File: src/rtl/core/arpc_pkg.sv
// package for the arp cache responder core: types, constants and table size
package arpc_pkg;
	localparam int TableEntries = 128;
	localparam logic [10:0] ArpMinLen = 11'd28;
	localparam logic [15:0] OpRequest16 = 16'h0001;
	localparam logic [15:0] ArpHtypeEther = 16'h0001;
	localparam logic [15:0] ArpPtypeIpv4 = 16'h0800;
	localparam logic [1:0] FrameOpNone = 2'd0;
	localparam logic [1:0] FrameOpRequest = 2'd1;
	localparam logic [1:0] FrameOpReply = 2'd2;
	localparam logic [1:0] ModeRx = 2'd0;
	localparam logic [1:0] ModeQuery = 2'd1;
	localparam logic [1:0] ModeSend = 2'd2;
	localparam logic CfgLocalIp = 1'b0;
	localparam logic CfgLocalMac = 1'b1;

	typedef struct packed {
		logic [1:0] mode;
		logic [10:0] payload_length;
		logic [15:0] arp_opcode;
		logic [31:0] src_ip;
		logic [47:0] src_mac;
		logic [31:0] dst_ip;
		logic [31:0] query_ip;
	} in_item_t;

	typedef struct packed {
		logic hit;
		logic [47:0] resolved_mac;
		logic learn_dropped;
		logic send_frame;
		logic [47:0] frame_dest_mac;
		logic [1:0] frame_opcode;
		logic [47:0] frame_target_mac;
		logic [31:0] frame_target_ip;
	} out_item_t;

	// token passed from cell to cell along the chain
	typedef struct packed {
		logic active;
		logic learn;
		logic [31:0] ip;
		logic [47:0] mac;
		logic found;
		logic [47:0] found_mac;
		logic free_seen;
	} tok_t;

	// second pass write token: claim first free entry
	typedef struct packed {
		logic active;
		logic claim;
		logic [31:0] ip;
		logic [47:0] mac;
	} wtok_t;
endpackage

File: src/rtl/core/arpc_cell.sv
// one table entry cell: holds an entry and passes the scan tokens along
module arpc_cell (
	input  logic clk,
	input  logic arst_n,
	input  arpc_pkg::tok_t tok_in,
	input  arpc_pkg::wtok_t wtok_in,
	output arpc_pkg::tok_t tok_out,
	output arpc_pkg::wtok_t wtok_out
);
	logic valid_q;
	logic [31:0] ip_q;
	logic [47:0] mac_q;
	arpc_pkg::tok_t tok_q;
	arpc_pkg::wtok_t wtok_q;
	arpc_pkg::tok_t tok_d;
	arpc_pkg::wtok_t wtok_d;
	logic match;
	logic take;

	assign match = tok_in.active && valid_q && (ip_q == tok_in.ip) && !tok_in.found;
	assign take = wtok_in.active && wtok_in.claim && !valid_q;

	always_comb begin
		tok_d = tok_in;
		if (match) begin
			tok_d.found = 1'b1;
			tok_d.found_mac = mac_q;
		end
		if (tok_in.active && !valid_q)
			tok_d.free_seen = 1'b1;
		wtok_d = wtok_in;
		if (take)
			wtok_d.claim = 1'b0;
	end

	always_ff @(posedge clk or negedge arst_n) begin
		if (!arst_n) begin
			valid_q <= 1'b0;
			tok_q <= '0;
			wtok_q <= '0;
		end else begin
			tok_q <= tok_d;
			wtok_q <= wtok_d;
			if (take)
				valid_q <= 1'b1;
		end
	end

	// payload writes
	always_ff @(posedge clk) begin
		if (take) begin
			ip_q <= wtok_in.ip;
			mac_q <= wtok_in.mac;
		end else if (match && tok_in.learn)
			mac_q <= tok_in.mac;
	end

	assign tok_out = tok_q;
	assign wtok_out = wtok_q;
endmodule

File: config.mk
export PLATFORM = sky130hd
export DESIGN_NAME = arpc_cell
export DESIGN_NICKNAME = d
export VERILOG_FILES = /design/src/rtl/core/arpc_pkg.sv /design/src/rtl/core/arpc_cell.sv
export SDC_FILE = /design/constraint.sdc
export NUM_CORES = 1
export LEC_CHECK = 0
export BUFFER_PORTS_ARGS = -buffer_cell sky130_fd_sc_hd__buf_2
export CORE_AREA = 2 2 167 169
export CTS_CLUSTER_DIAMETER = 40
export DETAILED_ROUTE_END_ITERATION = 8
export DIE_AREA = 0 0 169 171
export GPL_ROUTABILITY_DRIVEN = 0
export PLACE_DENSITY = 0.64
export SYNTH_ARGS = -nofsm -noshare
export SYNTH_HDL_FRONTEND = slang
export SYNTH_SLANG_ARGS = --single-unit
File: constraint.sdc
create_clock -name clk -period 16.7 [get_ports clk]
set_clock_uncertainty 0.05 [all_clocks]
set_input_delay 3.34 -clock clk [delete_from_list [all_inputs] [get_ports clk]]
set_output_delay 3.34 -clock clk [all_outputs]
set_load 0.02 [all_outputs]
==> flow_summary.json, run 1 <==
{
  "status": "finished, final reports clean",
  "ff_latch_area_mm2": 0.007782,
  "fmax_mhz": 179.6,
  "synth-edff-count": 80,
  "pre_cts_ws_ps": 10520,
  "p_leak_nw": 6.410,
  "hold_depth": 1,
  "reg2reg_slack_ps": 13610,
  "start_kind": "primary input",
  "timing.final.max_slew_violations": 0,
  "path_clk_slew_ps": 50,
  "antenna_left": 0,
  "dp_hpwl_um": 18720,
  "finalSetupTns_ps": 0,
  "wl_met2_um": 12920,
  "report.final.hold_viol_count": 0,
  "muxShareOfSynthArea_pct": 6.077,
  "min_path_type": "flop to flop",
  "clkSinkCount": 295,
  "vias": 6141,
  "cts_hold_buf": 0,
  "area_delta_synth_final_pct": 41.27,
  "gr-total-overflow": 0,
  "wire_per_inst_um": 18.01,
  "r2r_cells": 6,
  "drt-met1-wl_um": 10020,
  "maxCapViolCount": 0,
  "clk_path_buf_depth": 3,
  "path_cells": "buf_2 -> nor2b_1 -> a2111o_1 -> nor4_2 -> nand4_1 -> buf_4 -> o21ai_4 -> buf_4",
  "peakVddDrop_mv": 0.07397,
  "antenna_found_initial": 5,
  "worst_path_most_repeated_cell": "buf_4",
  "wl_met3_um": 1785,
  "synth.cell_area_mm2": 0.009450,
  "instances_no_fill": 1409,
  "crit_family": "buffers and inverters",
  "synth_compound_area_share_pct": 0.9665,
  "yosys-top-cells-area": "dfrtp_1, edfxtp_1, nand2_1",
  "fp-row-count": 61,
  "cts_root_buffer": "clkbuf_16",
  "fin_nets": 1248,
  "syn_inst": 571,
  "cp_num_buf_inv": 3,
  "port_buffers": 429,
  "layout_commonest_cell": "buf_2",
  "yosysTopAreaCellShare_pct": 56.93,
  "syn_area_per_cell_um2": 16.55,
  "cts_made_buffers": 39,
  "synth_fa_ha_area_share_pct": 0,
  "rsz0062_at_grt": "no",
  "via_per_inst": 4.358,
  "post-cts-setup-buffers": 0,
  "place_inst": 1337,
  "clk_latency_ps": 500,
  "die_area_mm2": 0.02890,
  "grt_pass1_wl_um": 36800,
  "post-route-drc-count": 0,
  "synth_cell_types": 27,
  "powerDensity_mw_per_mm2": 128.9,
  "layout_worst_path_cycle_share_pct": 33.35,
  "worstPathArrival_ps": 5650,
  "layout_common_cells": "buf_2, dfrtp_1, nand2_1, edfxtp_1, clkbuf_16",
  "boundaryPins": 430,
  "yosysWarningCount": 0,
  "cp.depth": 8,
  "critPathSlowestCell": "buf_4",
  "ys_seq_area_share_pct": 82.35,
  "synth_top_family_by_area": "simple AND/OR/NAND/NOR gates",
  "track_usage_pct": 16.93,
  "tritoncts": "done",
  "synth_ff_type": "dfrtp_1",
  "slew-limit-headroom_pct": 35.11,
  "die_h_um": 171,
  "die_w_um": 169,
  "wl_um": 25370,
  "synth_nets": 787,
  "initialDrtViolationCount": 431,
  "path_max_fanout": 49,
  "drt_pass1_iterations": 4,
  "crit_required_ps": 16780,
  "slowest_delay_ps": 550,
  "multi_input_area_mm2": 0.001585,
  "worst_slack_ps": 11130,
  "cts-resized-gates": 0,
  "setup_viol": 0,
  "critPathKind": "primary input to flop",
  "endpoint_kind": "flop",
  "fill_cells": 2432,
  "ys_ff_latch": 295,
  "synth-simple-area-share_pct": 7.706,
  "fp.coreArea_mm2": 0.02732,
  "drive_gt1_share_pct": 51.93,
  "synth_xor_area_share_pct": 1.854,
  "async_flop_share_pct": 72.88,
  "h-tree-depth": 2,
  "synth_largest_area_cell": "dfrtp_1",
  "fin_crit_ps": 5569,
  "dr.max_layer_used": "met5",
  "grt_max_degree": 77,
  "worst_pin_slew_ps": 973.3,
  "start_util_pct": 34.59,
  "grt_pass1_vias": 6511
}
## state kept, by name (all words and copies together), names as in the netlist
signal    cells
mac_q        48
ip_q         32
valid_q       1
wtok_out     82
tok_out     132
## cell type report
| cell class | count | share of cell area (%) |
|---|---|---|
| antenna | 2 | 0.03749 |
| clock buffer | 48 | 8.107 |
| clock inverter | 22 | 1.715 |
| inverter | 8 | 0.2343 |
| multi-input combinational | 253 | 11.87 |
| sequential | 295 | 58.29 |
| tap | 346 | 3.243 |
| timing repair buffer | 435 | 16.49 |
## worst paths after layout
check	to	from
setup reg to reg	mac_q[47]$_DFFE_PP_	ip_q[18]$_DFFE_PP_
min in group asynchronous	tok_out[107]$_DFF_PN0_	arst_n
hold reg to reg	tok_out[34]$_DFF_PN0_	mac_q[33]$_DFFE_PP_
hold / removal	tok_out[34]$_DFF_PN0_	mac_q[33]$_DFFE_PP_
setup / recovery	mac_q[47]$_DFFE_PP_	tok_in[112]
max in group asynchronous	wtok_out[47]$_DFF_PN0_	arst_n
## synth_stat cells (all sizes together) (4+ instances only)
cell	number
mux2	48
nand2b	7
nand4	4
inv	8
clkbuf	10
xnor2	18
buf	5
dfrtp	215
nor2b	9
edfxtp	80
nand2	147
## cell families after synthesis
logic type / after synthesis
DFF: 295
and+or+nand+nor: 175
muxes: 48
buffers and inverters: 23
xor gates and xnor gates: 20
AOI/OAI and AO/OA: 10
## report_power, final
group	switching (mW)	internal (mW)	total, mW
clock network	0.308	0.513	0.820
logic	0.0797	0.0462	0.126
registers	0.00644	0.768	0.775
## per-layer routing
layer,global-route usage [%],vias to the layer above
met3,4.973,47
met4,5.946,6
li1,-,2846
met2,29.19,252
met5,0,-
met1,20.34,2990
## metrics by stage
stage / util [%] / area, µm² / hold slack [ps] / total power, mW
finish: 48.86 / 13350 / 422.2 / 1.721
global placement: 44.04 / 12030 / 406.2 / 0.9140
CTS: 48.84 / 13350 / 427.3 / 1.744
detailed placement: 44.04 / 12030 / 415.2 / 0.9158
global route: 48.85 / 13350 / 434.5 / 1.784
floorplan: - / 9450 / 402.4 / 0.8384
Note: power is estimated with default switching activity, not from simulation.
==> inputs of run 2 (changes only) <==
--- a/config.mk
+++ b/config.mk
@@ -11,7 +11,7 @@
 export DETAILED_ROUTE_END_ITERATION = 8
 export DIE_AREA = 0 0 169 171
 export GPL_ROUTABILITY_DRIVEN = 0
-export PLACE_DENSITY = 0.64
+export PLACE_DENSITY = 0.67
 export SYNTH_ARGS = -nofsm -noshare
 export SYNTH_HDL_FRONTEND = slang
 export SYNTH_SLANG_ARGS = --single-unit
==> constraint.sdc (replaced) <==
create_clock -name clk -period 4.5 [get_ports clk]
set_clock_uncertainty 0.05 [all_clocks]
set_input_delay 0.9 -clock clk [delete_from_list [all_inputs] [get_ports clk]]
set_output_delay 0.9 -clock clk [all_outputs]
set_load 0.02 [all_outputs]
==> run 2 against run 1 <==
Compared with the run above: critical path depth down 1; register-to-register slack worse by 12000 ps; hold slack worse by 22 ps.
==> flow_summary.json, run 2 (same netlist as run 1, synthesis figures left out) <==
{
  "antenna_left": 0,
  "grt_pass1_wl_um": 37080,
  "path_cells": "buf_2 -> xnor2_1 -> nand4_1 -> nor4_1 -> nand4_1 -> o21ai_4 -> buf_4",
  "area_delta_synth_final_pct": 41.52,
  "clk_latency_ps": 500,
  "vias": 6223,
  "pre_cts_ws_ps": 1203,
  "cts_hold_buf": 0,
  "post-route-util_pct": 48.95,
  "dp_hpwl_um": 18120,
  "p_leak_nw": 6.423,
  "fin_crit_ps": 2749,
  "min_path_type": "primary input to asynchronous set/reset pin",
  "power.total_mw": 6.428,
  "start_util_pct": 34.59,
  "initialDrtViolationCount": 399,
  "path_max_fanout": 48,
  "critPathKind": "primary input to flop",
  "drt_pass1_iterations": 4,
  "grt_max_degree": 102,
  "cp-endpoint": "mac_q[22]$_DFFE_PP_",
  "fmax_mhz": 363.8,
  "path_clk_slew_ps": 50,
  "reg2reg_slack_ps": 1850,
  "via_per_inst": 4.420,
  "timing.final.max_slew_violations": 0,
  "critPathSlowestCell": "buf_4",
  "worstPathArrival_ps": 2820,
  "slowest_delay_ps": 580,
  "die_area_mm2": 0.02890,
  "grt_pass1_vias": 6535,
  "fill_cells": 2415,
  "r2r_cells": 6,
  "largest_register_ffs": 132,
  "slew-limit-headroom_pct": 48.05,
  "layout_worst_path_cycle_share_pct": 61.08,
  "port_buffers": 429,
  "post-route-drc-count": 0,
  "fp.coreArea_mm2": 0.02732,
  "die_h_um": 171,
  "worst_slack_ps": 1751,
  "antenna_found_initial": 4,
  "worst_pin_slew_ps": 779.2,
  "maxCapViolCount": 0,
  "cp-startpoint": "tok_in[101]",
  "endpoint_kind": "flop",
  "report.final.hold_viol_count": 0,
  "cts_root_buffer": "clkbuf_16",
  "post-cts-setup-buffers": 0,
  "wl_um": 25190,
  "setup_viol": 0,
  "worst_path_most_repeated_cell": "nand4_1",
  "drive_gt1_share_pct": 51.46,
  "gr-total-overflow": 0,
  "crit_required_ps": 4580,
  "clkSinkCount": 295,
  "rsz0062_at_grt": "no",
  "finalSetupTns_ps": 0,
  "place_area_mm2": 0.01205,
  "status": "finished, final reports clean",
  "peakVddDrop_mv": 0.3471,
  "powerDensity_mw_per_mm2": 480.7,
  "h-tree-depth": 2,
  "start_kind": "primary input",
  "fin_nets": 1247,
  "fp-row-count": 61,
  "worst_r2r_startpoint": "ip_q[9]$_DFFE_PP_",
  "tritoncts": "done",
  "r2r-end": "mac_q[22]$_DFFE_PP_",
  "die_w_um": 169,
  "cts-resized-gates": 0,
  "final_area_mm2": 0.01337,
  "track_usage_pct": 16.90,
  "layout_common_cells": "buf_2, dfrtp_1, nand2_1, edfxtp_1, clkbuf_16",
  "layout_commonest_cell": "buf_2",
  "boundaryPins": 430,
  "wire_per_inst_um": 17.89,
  "cts_made_buffers": 37,
  "clk_path_buf_depth": 3
}
[run 2: cell count changes in the layout (fill, tap and decap cells not counted), sizes merged]
cell,delta
diode,+1
clkinvlp,-3
buf,+1
clkbuf,+3
clkinv,-3
bufinv,+3
inv,-3
[run 2: critical path: cells and delay by family]
kind,cells,cell delay (ps)
AOI/OAI and AO/OA,1,170
and+or+nand+nor,3,860
xor gates and xnor gates,1,160
buffers and inverters,2,700
[run 2: final cells by class]
| class | instances | area, µm² | area share, % |
|---|---|---|---|
| timing repair buffer | 436 | 2222 | 16.62 |
| clock buffer | 51 | 1062 | 7.943 |
| sequential | 295 | 7782 | 58.19 |
| inverter | 8 | 31.28 | 0.2339 |
| multi-input combinational | 253 | 1585 | 11.85 |
| clock inverter | 16 | 250.2 | 1.871 |
| tap | 346 | 432.9 | 3.237 |
| antenna | 3 | 7.507 | 0.05613 |
[run 2: where the power goes]
group / total, mW / switching (mW) / internal [mW] / leakage [nW]
logic: 0.470 / 0.297 / 0.173 / 2.56
registers: 2.87 / 0.0236 / 2.85 / 3.22
clock network: 3.08 / 1.08 / 2.01 / 0.639
total: 6.43 / 1.40 / 5.03 / 6.42
[run 2: routing by layer]
metal	track usage [%]	wire (µm)
met1	21.23	10080
met2	28.37	12710
met3	4.719	1759
met4	5.686	623
met5	0	13
[run 2: per-stage QoR]
stage / cells / hold slack [ps]
after floorplan: 571 / 402.4
after global placement: 1338 / 406.9
after detailed placement: 1338 / 413.0
after CTS: 1405 / 412.1
after global routing: 1407 / 429.7
final: 1408 / 400.2
[run 2: worst min path at each step]
| stage | start | cells after the start | slack [ps] | end |
|---|---|---|---|---|
| 2_1_floorplan | valid_q$_DFFE_PN0P_ | 2 | 400 | valid_q$_DFFE_PN0P_ |
| 3_3_place_gp | mac_q[34]$_DFFE_PP_ | 1 | 410 | tok_out[35]$_DFF_PN0_ |
| 3_5_place_dp | mac_q[36]$_DFFE_PP_ | 1 | 410 | tok_out[37]$_DFF_PN0_ |
| 4_1_cts | arst_n | 1 | 410 | tok_out[102]$_DFF_PN0_ |
| 5_1_grt | mac_q[12]$_DFFE_PP_ | 1 | 430 | tok_out[13]$_DFF_PN0_ |
| 6_report | arst_n | 1 | 400 | tok_out[102]$_DFF_PN0_ |
==> inputs of run 3 (changes only) <==
==> constraint.sdc (replaced) <==
create_clock -name clk -period 2.23 [get_ports clk]
set_clock_uncertainty 0.05 [all_clocks]
set_input_delay 0.446 -clock clk [delete_from_list [all_inputs] [get_ports clk]]
set_output_delay 0.446 -clock clk [all_outputs]
set_load 0.02 [all_outputs]
==> run 3 against run 2 <==
Compared with the run above: the run now ends with setup timing left; sequential share of layout area decreased by 6.4 points; non-clock buffer count increased by 141; register-to-register slack got worse by 2000 ps; critical path depth increased by 1; first-iteration DRC count decreased by 28%; hold slack got worse by 380 ps; cell count increased by 10%; global-route usage increased by 2.1 points; count of clock-buffer cells in the layout decreased by 2; flip-flop and latch count unchanged; worst setup slack got worse by 1900 ps; critical path type is now flop to flop; highest routed layer is now met4.
==> flow_summary.json, run 3 (same netlist as run 1, synthesis figures left out) <==
{
  "drive_gt1_share_pct": 49.04,
  "vias": 6961,
  "worst_r2r_startpoint": "ip_q[5]$_DFFE_PP_",
  "layout_worst_path_cycle_share_pct": 107.0,
  "place_area_mm2": 0.01227,
  "initialDrtViolationCount": 286,
  "place_inst": 1359,
  "tritoncts": "done",
  "antenna_found_initial": 4,
  "cp-startpoint": "ip_q[5]$_DFFE_PP_",
  "wl_um": 30100,
  "multi_input_area_mm2": 0.001613,
  "p_leak_nw": 7.169,
  "port_buffers": 429,
  "slew-limit-headroom_pct": 66.13,
  "cts_root_buffer": "clkbuf_16",
  "critPathKind": "flop to flop",
  "post-route-util_pct": 54.99,
  "die_area_mm2": 0.02890,
  "maxCapViolCount": 0,
  "finalSetupTns_ps": -10730,
  "timing.final.max_slew_violations": 0,
  "power.total_mw": 13.22,
  "pre_cts_ws_ps": -421.3,
  "area_delta_synth_final_pct": 58.98,
  "fp-row-count": 61,
  "clk_path_buf_depth": 3,
  "fill_cells": 2193,
  "grt_pass1_wl_um": 41550,
  "min_path_type": "primary input to flop",
  "fp.coreArea_mm2": 0.02732,
  "layout_common_cells": "buf_2, dfrtp_1, nand2_1, dlygate4sd3_1, edfxtp_1",
  "setup_viol": 96,
  "largest_register_ffs": 132,
  "min-delay-start": "tok_in[52]",
  "wire_per_inst_um": 19.38,
  "grt_pass1_vias": 7376,
  "worstPathArrival_ps": 2560,
  "start_kind": "flop",
  "peakVddDrop_mv": 0.7445,
  "gr-total-overflow": 0,
  "clk_latency_ps": 510,
  "report.final.hold_viol_count": 0,
  "path_max_fanout": 7,
  "worst_slack_ps": -156.5,
  "powerDensity_mw_per_mm2": 879.7,
  "crit_required_ps": 2400,
  "start_util_pct": 34.59,
  "cts_made_buffers": 38,
  "fin_crit_ps": 2387,
  "fmax_mhz": 419.0,
  "final_area_mm2": 0.01502,
  "die_w_um": 169,
  "status": "finished with violations",
  "ff_latch_area_mm2": 0.007782,
  "grt_max_degree": 81,
  "instances_no_fill": 1553,
  "dp_hpwl_um": 19170,
  "via_per_inst": 4.482,
  "clkSinkCount": 295,
  "worst_pin_slew_ps": 508.0,
  "drt_pass1_iterations": 6,
  "rsz0062_at_grt": "yes",
  "layout_commonest_cell": "buf_2",
  "h-tree-depth": 2,
  "die_h_um": 171,
  "endpoint_kind": "flop",
  "path_clk_slew_ps": 60,
  "antenna_left": 0,
  "fin_nets": 1389,
  "holdWs_ps": 22.17,
  "boundaryPins": 430,
  "failed_checks": "setup timing",
  "track_usage_pct": 19.03,
  "post-route-drc-count": 0
}
run 3: report_power, final:
part | switching, mW | internal, mW | leakage, nW
clock | 2.31 | 3.96 | 0.649
combinational | 0.656 | 0.490 | 3.30
sequential | 0.0517 | 5.75 | 3.22
total | 3.02 | 10.2 | 7.17
run 3: layer usage:
metal  global-route usage, %  vias up  wire, µm
met5                       0        -         0
met4                   8.584        0      1009
met1                   22.32     3441     11630
met2                   33.04      312     15640
met3                   4.927       72      1821
li1                        -     3136         -
run 3: path summary, 6_finish.rpt:
path	end	cells past startpoint	slack, ps
max	mac_q[38]$_DFFE_PP_	8	-160
min	tok_out[52]$_DFF_PN0_	1	20
max reg2reg	mac_q[38]$_DFFE_PP_	8	-160
min reg2reg	tok_out[36]$_DFF_PN0_	1	420
max in group asynchronous	tok_out[23]$_DFF_PN0_	3	990
min in group asynchronous	tok_out[89]$_DFF_PN0_	2	430
run 3: final cells by class:
cell class / count / share of cell area (%)
Sequential cell: 295 / 51.80
Timing Repair Buffer: 577 / 25.42
Multi-Input combinational cell: 253 / 10.73
Clock buffer: 49 / 7.229
Tap cell: 346 / 2.881
Clock inverter: 21 / 1.666
Inverter: 8 / 0.2082
Antenna cell: 4 / 0.06662
run 3: timing repair:
| action | CTS | global route |
|---|---|---|
| gates cloned | 1 | 11 |
| resized for setup | 3 | 12 |
| buffers inserted | 3 | 1 |
| hold endpoints to repair | 150 | 6 |
| endpoints found under the setup margin | 96 | 96 |
| pin swaps | 1 | 5 |
| hold buffers | 98 | 6 |
run 3: worst max-delay path: stages, from the launching register on:
cell and delay (ps):
edfxtp_1 370, nor2b_1 140, a2111o_1 430, nor4_4 310, nand4_1 150, buf_6 150, o21ai_4 150, buf_12 170
clkbuf_16 160
